<file path="src/rtl/rmfp_pkg.sv">
`default_nettype none
// ----------------------------------------------------------------------------
// rmfp_pkg
// Shared codes, constants and types for the relay frame protocol master.
// ----------------------------------------------------------------------------
package rmfp_pkg;

    // request codes on req_type
    localparam logic [1:0] REQ_READ  = 2'd0;
    localparam logic [1:0] REQ_WRITE = 2'd1;
    localparam logic [1:0] REQ_RX    = 2'd2;

    // register kinds on reg_kind
    localparam logic [1:0] KIND_RELAY  = 2'd0;
    localparam logic [1:0] KIND_BRIGHT = 2'd3;

    // frame bytes
    localparam logic [7:0] CMD_READ   = 8'h05;
    localparam logic [7:0] CMD_WRITE  = 8'h06;
    localparam logic [7:0] CMD_BRIGHT = 8'h0A;
    localparam logic [7:0] PREAMBLE   = 8'hFF;
    localparam logic [7:0] RELAY_ON   = 8'hFF;

    // frame and reply geometry
    localparam int FRAME_LEN  = 8;
    localparam int FRAME_IDX_W = $clog2(FRAME_LEN);
    localparam int BODY_LEN   = 5;
    localparam int BODY_CNT_W = $clog2(BODY_LEN + 1);
    localparam int BODY_KEEP  = 4;                 // last body byte is only summed, not kept
    localparam int BODY_IDX_W = $clog2(BODY_KEEP);

    // frame byte positions
    localparam logic [FRAME_IDX_W-1:0] POS_PRE0  = 3'd0;
    localparam logic [FRAME_IDX_W-1:0] POS_PRE1  = 3'd1;
    localparam logic [FRAME_IDX_W-1:0] POS_CMD   = 3'd2;
    localparam logic [FRAME_IDX_W-1:0] POS_SLAVE = 3'd3;
    localparam logic [FRAME_IDX_W-1:0] POS_B1    = 3'd4;
    localparam logic [FRAME_IDX_W-1:0] POS_B2    = 3'd5;
    localparam logic [FRAME_IDX_W-1:0] POS_B3    = 3'd6;
    localparam logic [FRAME_IDX_W-1:0] POS_SUM   = 3'd7;

    typedef enum logic [2:0] {
        ST_OK       = 3'd0,
        ST_CHECKSUM = 3'd1,
        ST_BAD_CMD  = 3'd2,
        ST_BAD_MOD  = 3'd3,
        ST_INDEX    = 3'd4,
        ST_VALUE    = 3'd5
    } status_t;

    typedef enum logic [4:0] {
        PH_IDLE = 5'b00001,
        PH_PRE1 = 5'b00010,
        PH_PRE2 = 5'b00100,
        PH_BODY = 5'b01000,
        PH_SUM  = 5'b10000
    } phase_t;

    // result descriptor handed from the parser to the output stage
    typedef struct packed {
        logic       frame;       // send an 8-byte request frame
        logic       done;        // send one done result
        logic [7:0] cmd;
        logic [7:0] slave;
        logic [7:0] b1;
        logic [7:0] b2;
        logic [7:0] sum;
        status_t    status;
        logic [7:0] read_value;
    } rslt_t;

endpackage
`default_nettype wire

</file>
<file path="src/rtl/rmfp_parser.sv">
`default_nettype none
// ----------------------------------------------------------------------------
// rmfp_parser
// Request encoding and reply parsing. State advances on each consumed item;
// the result descriptor is combinational from the input register.
// ----------------------------------------------------------------------------
module rmfp_parser (
    input  wire logic            clk,
    input  wire logic            rst_n,
    input  wire logic            fire,
    input  wire logic [1:0]      req_type,
    input  wire logic [1:0]      reg_kind,
    input  wire logic [15:0]     reg_address,
    input  wire logic [7:0]      write_value,
    input  wire logic [7:0]      rx_byte,
    input  wire logic [7:0]      slave_id,
    output rmfp_pkg::rslt_t      rslt
);

    rmfp_pkg::phase_t                   phase_reg, phase_next;
    logic [7:0]                         exp_cmd_reg, exp_cmd_next;
    logic [7:0]                         exp_idx_reg, exp_idx_next;
    logic [7:0]                         exp_val_reg, exp_val_next;
    logic                               relay_reg, relay_next;
    logic                               write_reg, write_next;
    logic [rmfp_pkg::BODY_CNT_W-1:0]    count_reg, count_next;
    logic [7:0]                         sum_reg, sum_next;
    logic [7:0]                         body_reg  [rmfp_pkg::BODY_KEEP];
    logic [7:0]                         body_next [rmfp_pkg::BODY_KEEP];

    logic [7:0] wr_val;
    logic [7:0] wr_cmd;
    logic [7:0] wr_idx;

    // write request operands
    always_comb
    begin
        wr_val = (reg_kind == rmfp_pkg::KIND_RELAY && write_value != 8'd0)
                 ? rmfp_pkg::RELAY_ON : write_value;
        if (reg_kind == rmfp_pkg::KIND_BRIGHT)
        begin
            wr_cmd = rmfp_pkg::CMD_BRIGHT;
            wr_idx = reg_address[15:8];
        end
        else
        begin
            wr_cmd = rmfp_pkg::CMD_WRITE;
            wr_idx = reg_address[7:0];
        end
    end

    // next state and result
    always_comb
    begin
        phase_next   = phase_reg;
        exp_cmd_next = exp_cmd_reg;
        exp_idx_next = exp_idx_reg;
        exp_val_next = exp_val_reg;
        relay_next   = relay_reg;
        write_next   = write_reg;
        count_next   = count_reg;
        sum_next     = sum_reg;
        body_next    = body_reg;
        rslt         = '0;
        rslt.slave   = slave_id;

        case (req_type)
            rmfp_pkg::REQ_READ:
            begin
                exp_cmd_next = rmfp_pkg::CMD_READ;
                exp_idx_next = reg_address[7:0];
                exp_val_next = 8'd0;
                relay_next   = (reg_kind == rmfp_pkg::KIND_RELAY);
                write_next   = 1'b0;
                phase_next   = rmfp_pkg::PH_PRE1;
                count_next   = '0;
                sum_next     = 8'd0;
                rslt.frame   = 1'b1;
                rslt.cmd     = rmfp_pkg::CMD_READ;
                rslt.b1      = 8'd0;
                rslt.b2      = reg_address[7:0];
                rslt.sum     = rmfp_pkg::CMD_READ + slave_id + reg_address[7:0];
            end
            rmfp_pkg::REQ_WRITE:
            begin
                exp_cmd_next = wr_cmd;
                exp_idx_next = wr_idx;
                exp_val_next = wr_val;
                relay_next   = (reg_kind == rmfp_pkg::KIND_RELAY);
                write_next   = 1'b1;
                phase_next   = rmfp_pkg::PH_PRE1;
                count_next   = '0;
                sum_next     = 8'd0;
                rslt.frame   = 1'b1;
                rslt.cmd     = wr_cmd;
                rslt.b1      = wr_val;
                rslt.b2      = wr_idx;
                rslt.sum     = wr_cmd + slave_id + wr_val + wr_idx;
            end
            rmfp_pkg::REQ_RX:
            begin
                case (phase_reg)
                    rmfp_pkg::PH_PRE1:
                    begin
                        if (rx_byte == rmfp_pkg::PREAMBLE)
                            phase_next = rmfp_pkg::PH_PRE2;
                    end
                    rmfp_pkg::PH_PRE2:
                    begin
                        phase_next = (rx_byte == rmfp_pkg::PREAMBLE)
                                     ? rmfp_pkg::PH_BODY : rmfp_pkg::PH_PRE1;
                        count_next = '0;
                        sum_next   = 8'd0;
                    end
                    rmfp_pkg::PH_BODY:
                    begin
                        if (count_reg < rmfp_pkg::BODY_CNT_W'(rmfp_pkg::BODY_KEEP))
                            body_next[count_reg[rmfp_pkg::BODY_IDX_W-1:0]] = rx_byte;
                        sum_next   = sum_reg + rx_byte;
                        count_next = count_reg + 1'b1;
                        if (count_reg == rmfp_pkg::BODY_CNT_W'(rmfp_pkg::BODY_LEN - 1))
                            phase_next = rmfp_pkg::PH_SUM;
                    end
                    rmfp_pkg::PH_SUM:
                    begin
                        rslt.done = 1'b1;
                        // first failing check wins
                        if (rx_byte != sum_reg)
                            rslt.status = rmfp_pkg::ST_CHECKSUM;
                        else if (body_reg[0] != exp_cmd_reg)
                            rslt.status = rmfp_pkg::ST_BAD_CMD;
                        else if (body_reg[1] != 8'd0)
                            rslt.status = rmfp_pkg::ST_BAD_MOD;
                        else if (body_reg[3] != exp_idx_reg)
                            rslt.status = rmfp_pkg::ST_INDEX;
                        else if (write_reg && body_reg[2] != exp_val_reg)
                            rslt.status = rmfp_pkg::ST_VALUE;
                        else
                            rslt.status = rmfp_pkg::ST_OK;
                        if (rslt.status == rmfp_pkg::ST_OK && !write_reg)
                            rslt.read_value = relay_reg ? {7'd0, body_reg[2] != 8'd0}
                                                        : body_reg[2];
                        phase_next = rmfp_pkg::PH_IDLE;
                        count_next = '0;
                        sum_next   = 8'd0;
                    end
                    default:
                    begin
                        // idle: byte dropped
                    end
                endcase
            end
            default:
            begin
                // unused request code: no effect
            end
        endcase
    end

    // control state
    always_ff @(posedge clk or negedge rst_n)
    begin
        if (!rst_n)
        begin
            phase_reg   <= rmfp_pkg::PH_IDLE;
            exp_cmd_reg <= 8'd0;
            exp_idx_reg <= 8'd0;
            exp_val_reg <= 8'd0;
            relay_reg   <= 1'b0;
            write_reg   <= 1'b0;
            count_reg   <= '0;
            sum_reg     <= 8'd0;
        end
        else if (fire)
        begin
            phase_reg   <= phase_next;
            exp_cmd_reg <= exp_cmd_next;
            exp_idx_reg <= exp_idx_next;
            exp_val_reg <= exp_val_next;
            relay_reg   <= relay_next;
            write_reg   <= write_next;
            count_reg   <= count_next;
            sum_reg     <= sum_next;
        end
    end

    // reply body bytes, written before read
    always_ff @(posedge clk)
    begin
        if (fire)
            body_reg <= body_next;
    end

endmodule
`default_nettype wire

</file>
<file path="src/rtl/rmfp_tx.sv">
`default_nettype none
// ----------------------------------------------------------------------------
// rmfp_tx
// Result register. Holds one descriptor and presents it as eight frame
// words or one done word.
// ----------------------------------------------------------------------------
module rmfp_tx (
    input  wire logic            clk,
    input  wire logic            rst_n,
    input  wire logic            load,
    input  wire rmfp_pkg::rslt_t rslt,
    output logic                 free,
    output logic                 out_valid,
    input  wire logic            out_ready,
    output logic                 result_kind,
    output logic [7:0]           tx_byte,
    output logic                 last,
    output logic [2:0]           status,
    output logic [7:0]           read_value
);

    logic                               valid_reg;
    logic                               done_reg;
    logic [rmfp_pkg::FRAME_IDX_W-1:0]   idx_reg;
    logic [7:0]                         cmd_reg;
    logic [7:0]                         slave_reg;
    logic [7:0]                         b1_reg;
    logic [7:0]                         b2_reg;
    logic [7:0]                         sum_reg;
    rmfp_pkg::status_t                  status_reg;
    logic [7:0]                         rv_reg;
    logic                               beat_last;

    // last word of the held result
    assign beat_last = done_reg || (idx_reg == rmfp_pkg::POS_SUM);
    assign free      = !valid_reg || (out_ready && beat_last);

    // sequence control
    always_ff @(posedge clk or negedge rst_n)
    begin
        if (!rst_n)
        begin
            valid_reg <= 1'b0;
            done_reg  <= 1'b0;
            idx_reg   <= '0;
        end
        else if (load)
        begin
            valid_reg <= 1'b1;
            done_reg  <= rslt.done;
            idx_reg   <= '0;
        end
        else if (valid_reg && out_ready)
        begin
            if (beat_last)
            begin
                valid_reg <= 1'b0;
                idx_reg   <= '0;
            end
            else
                idx_reg <= idx_reg + 1'b1;
        end
    end

    // payload
    always_ff @(posedge clk)
    begin
        if (load)
        begin
            cmd_reg    <= rslt.cmd;
            slave_reg  <= rslt.slave;
            b1_reg     <= rslt.b1;
            b2_reg     <= rslt.b2;
            sum_reg    <= rslt.sum;
            status_reg <= rslt.status;
            rv_reg     <= rslt.read_value;
        end
    end

    // frame byte select
    always_comb
    begin
        case (idx_reg)
            rmfp_pkg::POS_PRE0:  tx_byte = rmfp_pkg::PREAMBLE;
            rmfp_pkg::POS_PRE1:  tx_byte = rmfp_pkg::PREAMBLE;
            rmfp_pkg::POS_CMD:   tx_byte = cmd_reg;
            rmfp_pkg::POS_SLAVE: tx_byte = slave_reg;
            rmfp_pkg::POS_B1:    tx_byte = b1_reg;
            rmfp_pkg::POS_B2:    tx_byte = b2_reg;
            rmfp_pkg::POS_B3:    tx_byte = 8'd0;
            rmfp_pkg::POS_SUM:   tx_byte = sum_reg;
            default:             tx_byte = 8'd0;
        endcase
        if (done_reg)
            tx_byte = 8'd0;
    end

    assign out_valid   = valid_reg;
    assign result_kind = done_reg;
    assign last        = !done_reg && (idx_reg == rmfp_pkg::POS_SUM);
    assign status      = done_reg ? status_reg : rmfp_pkg::ST_OK;
    assign read_value  = done_reg ? rv_reg : 8'd0;

    // a frame in progress never shows as a done word
    a_idx_frame: assert property (@(posedge clk) disable iff (!rst_n)
        idx_reg != '0 |-> valid_reg && !done_reg)
        else $error("frame index advanced outside a frame");

    // a new descriptor only lands once the held one is fully taken
    a_load_free: assert property (@(posedge clk) disable iff (!rst_n)
        load |-> !valid_reg || (out_ready && beat_last))
        else $error("result overwritten before delivery");

    // a frame that is stalled mid-way keeps its position
    a_idx_hold: assert property (@(posedge clk) disable iff (!rst_n)
        valid_reg && !out_ready && !load |=> $stable(idx_reg) && valid_reg)
        else $error("frame position moved while stalled");

    // failed transactions report no read value
    a_rv_fail: assert property (@(posedge clk) disable iff (!rst_n)
        valid_reg && done_reg && status_reg != rmfp_pkg::ST_OK |-> read_value == 8'd0)
        else $error("read value on failed transaction");

endmodule
`default_nettype wire

</file>
<file path="src/rtl/relay_module_frame_protocol_master_top.sv">
`default_nettype none
// ----------------------------------------------------------------------------
// relay_module_frame_protocol_master_top
// Master side of a byte-framed register protocol: request frame encoder and
// reply parser.
// ----------------------------------------------------------------------------
// Usage:
//   Input channel (in_valid/in_ready) takes one word per cycle while in_ready is high: a read or
//   write request, or one byte received from the link (req_type).
//   A request yields eight output words, the frame FF FF cmd module b1 b2
//   b3 sum, with last set on the eighth. A reply byte yields nothing until
//   the checksum byte, which yields one done word with status and read_value.
//   Output channel (out_valid/out_ready) carries one word per handshake.
//   An accepted word passes through the input register, then the result
//   register, before its first output word appears. Input words are taken
//   at one per cycle while the held word can move on; a request occupies
//   the result register until all eight frame words are taken, so a
//   following word that has a result waits in the input register until the
//   frame's last word is taken. Reset clears the parser to idle, slave_id
//   to 0 and both channels empty. When the receiver stalls, the held word
//   stays unchanged and the input register fills, after which in_ready drops.
//   slave_id is written through cfg_wr_en/cfg_wr_data; the user must write
//   it only while idle, as the block itself does not enforce this.
// ----------------------------------------------------------------------------
module relay_module_frame_protocol_master_top (
    input  wire logic        clk,
    input  wire logic        rst_n,
    // configuration
    input  wire logic        cfg_wr_en,
    input  wire logic [7:0]  cfg_wr_data,
    // input channel
    input  wire logic        in_valid,
    output logic             in_ready,
    input  wire logic [1:0]  req_type,
    input  wire logic [1:0]  reg_kind,
    input  wire logic [15:0] reg_address,
    input  wire logic [7:0]  write_value,
    input  wire logic [7:0]  rx_byte,
    // output channel
    output logic             out_valid,
    input  wire logic        out_ready,
    output logic             result_kind,
    output logic [7:0]       tx_byte,
    output logic             last,
    output logic [2:0]       status,
    output logic [7:0]       read_value
);

    logic            s1_valid_reg;
    logic [1:0]      s1_req_reg;
    logic [1:0]      s1_kind_reg;
    logic [15:0]     s1_addr_reg;
    logic [7:0]      s1_wval_reg;
    logic [7:0]      s1_rx_reg;
    logic [7:0]      slave_id_reg;
    logic            s1_fire;
    logic            tx_free;
    logic            has_result;
    rmfp_pkg::rslt_t rslt;

    // slave address register
    always_ff @(posedge clk or negedge rst_n)
    begin
        if (!rst_n)
            slave_id_reg <= 8'd0;
        else if (cfg_wr_en)
            slave_id_reg <= cfg_wr_data;
    end

    // input register
    assign has_result = rslt.frame || rslt.done;
    assign s1_fire    = s1_valid_reg && (!has_result || tx_free);
    assign in_ready   = !s1_valid_reg || s1_fire;

    always_ff @(posedge clk or negedge rst_n)
    begin
        if (!rst_n)
            s1_valid_reg <= 1'b0;
        else if (in_ready)
            s1_valid_reg <= in_valid;
    end

    always_ff @(posedge clk)
    begin
        if (in_ready && in_valid)
        begin
            s1_req_reg  <= req_type;
            s1_kind_reg <= reg_kind;
            s1_addr_reg <= reg_address;
            s1_wval_reg <= write_value;
            s1_rx_reg   <= rx_byte;
        end
    end

    rmfp_parser u_parser (
        .clk         (clk),
        .rst_n       (rst_n),
        .fire        (s1_fire),
        .req_type    (s1_req_reg),
        .reg_kind    (s1_kind_reg),
        .reg_address (s1_addr_reg),
        .write_value (s1_wval_reg),
        .rx_byte     (s1_rx_reg),
        .slave_id    (slave_id_reg),
        .rslt        (rslt)
    );

    rmfp_tx u_tx (
        .clk         (clk),
        .rst_n       (rst_n),
        .load        (s1_fire && has_result),
        .rslt        (rslt),
        .free        (tx_free),
        .out_valid   (out_valid),
        .out_ready   (out_ready),
        .result_kind (result_kind),
        .tx_byte     (tx_byte),
        .last        (last),
        .status      (status),
        .read_value  (read_value)
    );

    // a held word with a pending result blocks the input
    a_block: assert property (@(posedge clk) disable iff (!rst_n)
        s1_valid_reg && has_result && !tx_free |-> !in_ready)
        else $error("input accepted over a blocked word");

    // a word without a result never waits
    a_no_wait: assert property (@(posedge clk) disable iff (!rst_n)
        s1_valid_reg && !has_result |-> s1_fire)
        else $error("resultless word stalled");

    // a request never yields a done word
    a_req_frame: assert property (@(posedge clk) disable iff (!rst_n)
        s1_valid_reg && (s1_req_reg == rmfp_pkg::REQ_READ ||
                         s1_req_reg == rmfp_pkg::REQ_WRITE) |-> rslt.frame && !rslt.done)
        else $error("request did not produce a frame");

endmodule
`default_nettype wire

</file>
<file path="config.mk">
export PLATFORM = sky130hd
export DESIGN_NAME = relay_module_frame_protocol_master_top
export DESIGN_NICKNAME = d
export VERILOG_FILES = /design/src/rtl/rmfp_pkg.sv /design/src/rtl/rmfp_parser.sv /design/src/rtl/rmfp_tx.sv /design/src/rtl/relay_module_frame_protocol_master_top.sv
export SDC_FILE = /design/constraint.sdc
export NUM_CORES = 1
export LEC_CHECK = 0
export BUFFER_PORTS_ARGS = -buffer_cell sky130_fd_sc_hd__clkbuf_2
export CORE_UTILIZATION = 40
export CTS_CLUSTER_SIZE = 10
export DETAILED_ROUTE_END_ITERATION = 8
export PLACE_DENSITY_LB_ADDON = 0.3
export SLEW_MARGIN = 15
export SYNTH_ARGS = -nofsm -noshare
export SYNTH_HDL_FRONTEND = slang
export SYNTH_SLANG_ARGS = --single-unit
</file>
<file path="constraint.sdc">
create_clock -name clk -period 4 [get_ports clk]
set_input_delay 0 -clock clk [delete_from_list [all_inputs] [get_ports clk]]
set_output_delay 0 -clock clk [all_outputs]
set_load 0.02 [all_outputs]
</file>
==> impl_results.md <==
* Status: completed
* Chip width at 143.9 µm
* Via density at 5.158
* Final Setup Violations at 0
* Fillers at 1762
* Via count at 5467
* Crit path DAT at 3.88 ns
* Rows at 51
* Worst-case vdd ir drop at 0.0003156 V
* # IOs at 72
* First-pass GRT wire length at 29.30 mm
* Initial antenna violation count at 0
* Fin cells at 1060
* DRT antenna net count at 0
* Largest net degree at the start of global routing at 52
* Main synth FF type: edfxtp_1
* RSZ-0062 raised after global routing: no
* GR Overflow Total at 0
* Hold-fix buffers, CTS at 47
* TritonCTS clock tree: built
* Core Region at 0.01959 mm²
* # Post-CTS Setup Buffers at 0
* Fin Clk Skew at 0.007016 ns
* Layout cells sized above 1 at 0.1673
* Leakage power at slightly above 4 nW
* Library cells used by synthesis at 52
* Seq/Total Area, Yosys at 0.5878
* Clock Tree Buf Depth at 2
* Worst slew margin at 0.5079
* Synthesized flop and latch total at 166
* Syn Nets at 762
* Initial Utilization at 0.4109
* DIE HEIGHT at around 140 µm
* Crit path max fanout at 5
* Min cycle time layout at 3.731 ns
* Clk_lat worst skew at 0.43 ns
* Worst endpoint required time at 4.15 ns
* Max-cap violations at 0
* Worst-path clk slew at 0.06 ns
* DP Wirelength at 13.97 mm
* Diode count at 0
* Detailed Route WL at 18.54 mm
* CTS root buffer: clkbuf_16
* Slew of the pin with the lowest slew margin at 0.7382 ns
* R2R depth at 12
* Number of buffers created by CTS at 17
* Placer Congestion at 0.8718
* Final hold viol count at 0
* Final worst setup slack at 0.2692 ns
* First-pass DRT Iterations at 6
* Post-layout util at 0.4996
* Critical Path Source Type: flip-flop
* Post-cts resize count at 0
* Syn Std Cell Area at 0.008049 mm²
* Initial drt markers at 495
* Routed WL per cell at around 17 µm
* P per Cell Area at 556.3 mW/mm²
* Placed cells at 982
* CTS H-tree depth at 4
* Max reg flops at 32
* Dpl ws at 0.3469 ns
* Crit Path Category: flip-flop to flip-flop
* Worst Hold Margin at roughly 0.014 ns
* EDFF count, synth at 115
* Die area at 0.02069 mm²
* DRC viols at 0
* Post-Syn Instances at around 660
* Setup TNS at 0 ns
* Final Max Slew Viols at 0
* Nets at 883
* Type of element capturing the critical path: flip-flop
* # port buffers at between 70 and 80
* Crit share post-route at 0.9327
* CTS Sinks at 166
* Ys Warns at 0
* Tot GR Track Use at 0.1931
* Layout area overhead at 21.61%
* Worst Hold Class: input pin to flip-flop
* Synth async-reset ratio at 0.3072
* Post-Syn Area per Cell at roughly 12 µm²
* Hold Path Cell Cnt at 2
* Fmax at 0.2680 GHz
* Vias in the first global route at 5325
-- routing by layer --
metal	vias to the layer above	global-route usage	share of wire
li1	2612	-	-
met4	0	0.07111	0.016
met3	24	0.03266	0.061
met5	-	0	0
met1	2629	0.2862	0.48
met2	202	0.2820	0.44
-- kinds of logic (layout without fill, tap and decap cells) --
kind of cell	after synthesis	in the layout	share of synthesized area
and+or+nand+nor	188	188	0.1191
DFF	166	166	0.5878
AOI/OAI and AO/OA	134	134	0.1037
buffers and inverters	66	199	0.03109
adders and majority gates	51	51	0.09047
xor gates and xnor gates	38	38	0.04306
muxes	19	19	0.02487
-- power by group --
| part | switching (mW) | internal [mW] |
|---|---|---|
| Sequential | 0.198 | 2.12 |
| Combinational | 0.883 | 0.646 |
| Clock | 0.679 | 0.917 |
| Total | 1.76 | 3.69 |
-- cell usage in the layout, fill, tap and decap left out, drive strengths merged, types with 6 or more instances in the layout --
cell / synthesis / layout
nor2: 54 / 54
a221oi: 8 / 8
buf: 5 / 8
xnor2: 19 / 19
nand3: 7 / 7
dlygate4sd3: 0 / 47
ha: 39 / 39
nor4: 12 / 12
and2: 28 / 28
o21ai: 43 / 43
xor2: 18 / 18
clkbuf: 19 / 92
a21oi: 37 / 37
mux2i: 11 / 11
edfxtp: 115 / 115
a211oi: 13 / 13
nand2: 55 / 55
fa: 12 / 12
inv: 42 / 46
dfrtp: 50 / 50
mux2: 8 / 8
a21o: 6 / 6
-- critical path, cell delays in order, from the launching register on --
cell and delay, ns:
edfxtp_1 0.40, nand2_1 0.22, mux2i_1 0.39, fa_1 0.48, inv_1 0.09, fa_1 0.44
ha_1 0.33, a211oi_1 0.29, o21bai_1 0.12, a21oi_1 0.21, xnor3_1 0.34, nor2_1 0.10
a211oi_1 0.05
-- Yosys cell counts, drive strengths merged (6+ instances only) --
library cell  instances  area (µm²)
xor2                 18       157.7
nor2                 54       202.7
a21o                  6       45.04
edfxtp              115        3453
clkbuf               19       71.32
nand3                 7       35.03
a211oi               13       102.6
o21ai                43       215.2
a221oi                8       70.07
a21oi                37       185.2
mux2                  8       90.09
xnor2                19       166.4
nand2                55       206.5
inv                  42       157.7
dfrtp                50        1251
fa                   12       240.2
nor4                 12       117.6
mux2i                11       110.1
ha                   39       488.0
and2                 28       175.2
-- final timing paths --
path | start | end | slack (ns)
max | s1_kind_reg[1] | u_tx.sum_reg[7] | 0.27
min | cfg_wr_en | slave_id_reg[1] | 0.01
min in group asynchronous | rst_n | u_parser.phase_reg[4] | 0.25
max reg2reg | s1_kind_reg[1] | u_tx.sum_reg[7] | 0.27
max in group asynchronous | rst_n | u_parser.exp_idx_reg[1] | 3.25
min reg2reg | slave_id_reg[2] | u_tx.slave_reg[2] | 0.45
-- stage by stage --
step	power, mW	area (µm²)
after detailed placement	3.843	8735
after global routing	5.743	9788
after floorplan	3.371	8053
final	5.445	9788
after global placement	3.799	8735
after CTS	5.478	9788
-- cell type report --
| class | count | area [µm²] | area share |
|---|---|---|---|
| inverter | 42 | 157.7 | 0.01611 |
| clock buffer | 21 | 470.5 | 0.04806 |
| sequential | 166 | 4731 | 0.4833 |
| clock inverter | 10 | 112.6 | 0.01150 |
| timing repair buffer | 126 | 898.4 | 0.09178 |
| multi-input combinational | 430 | 3087 | 0.3154 |
| tap | 265 | 331.6 | 0.03387 |
Power figures use the tool's default switching activity.
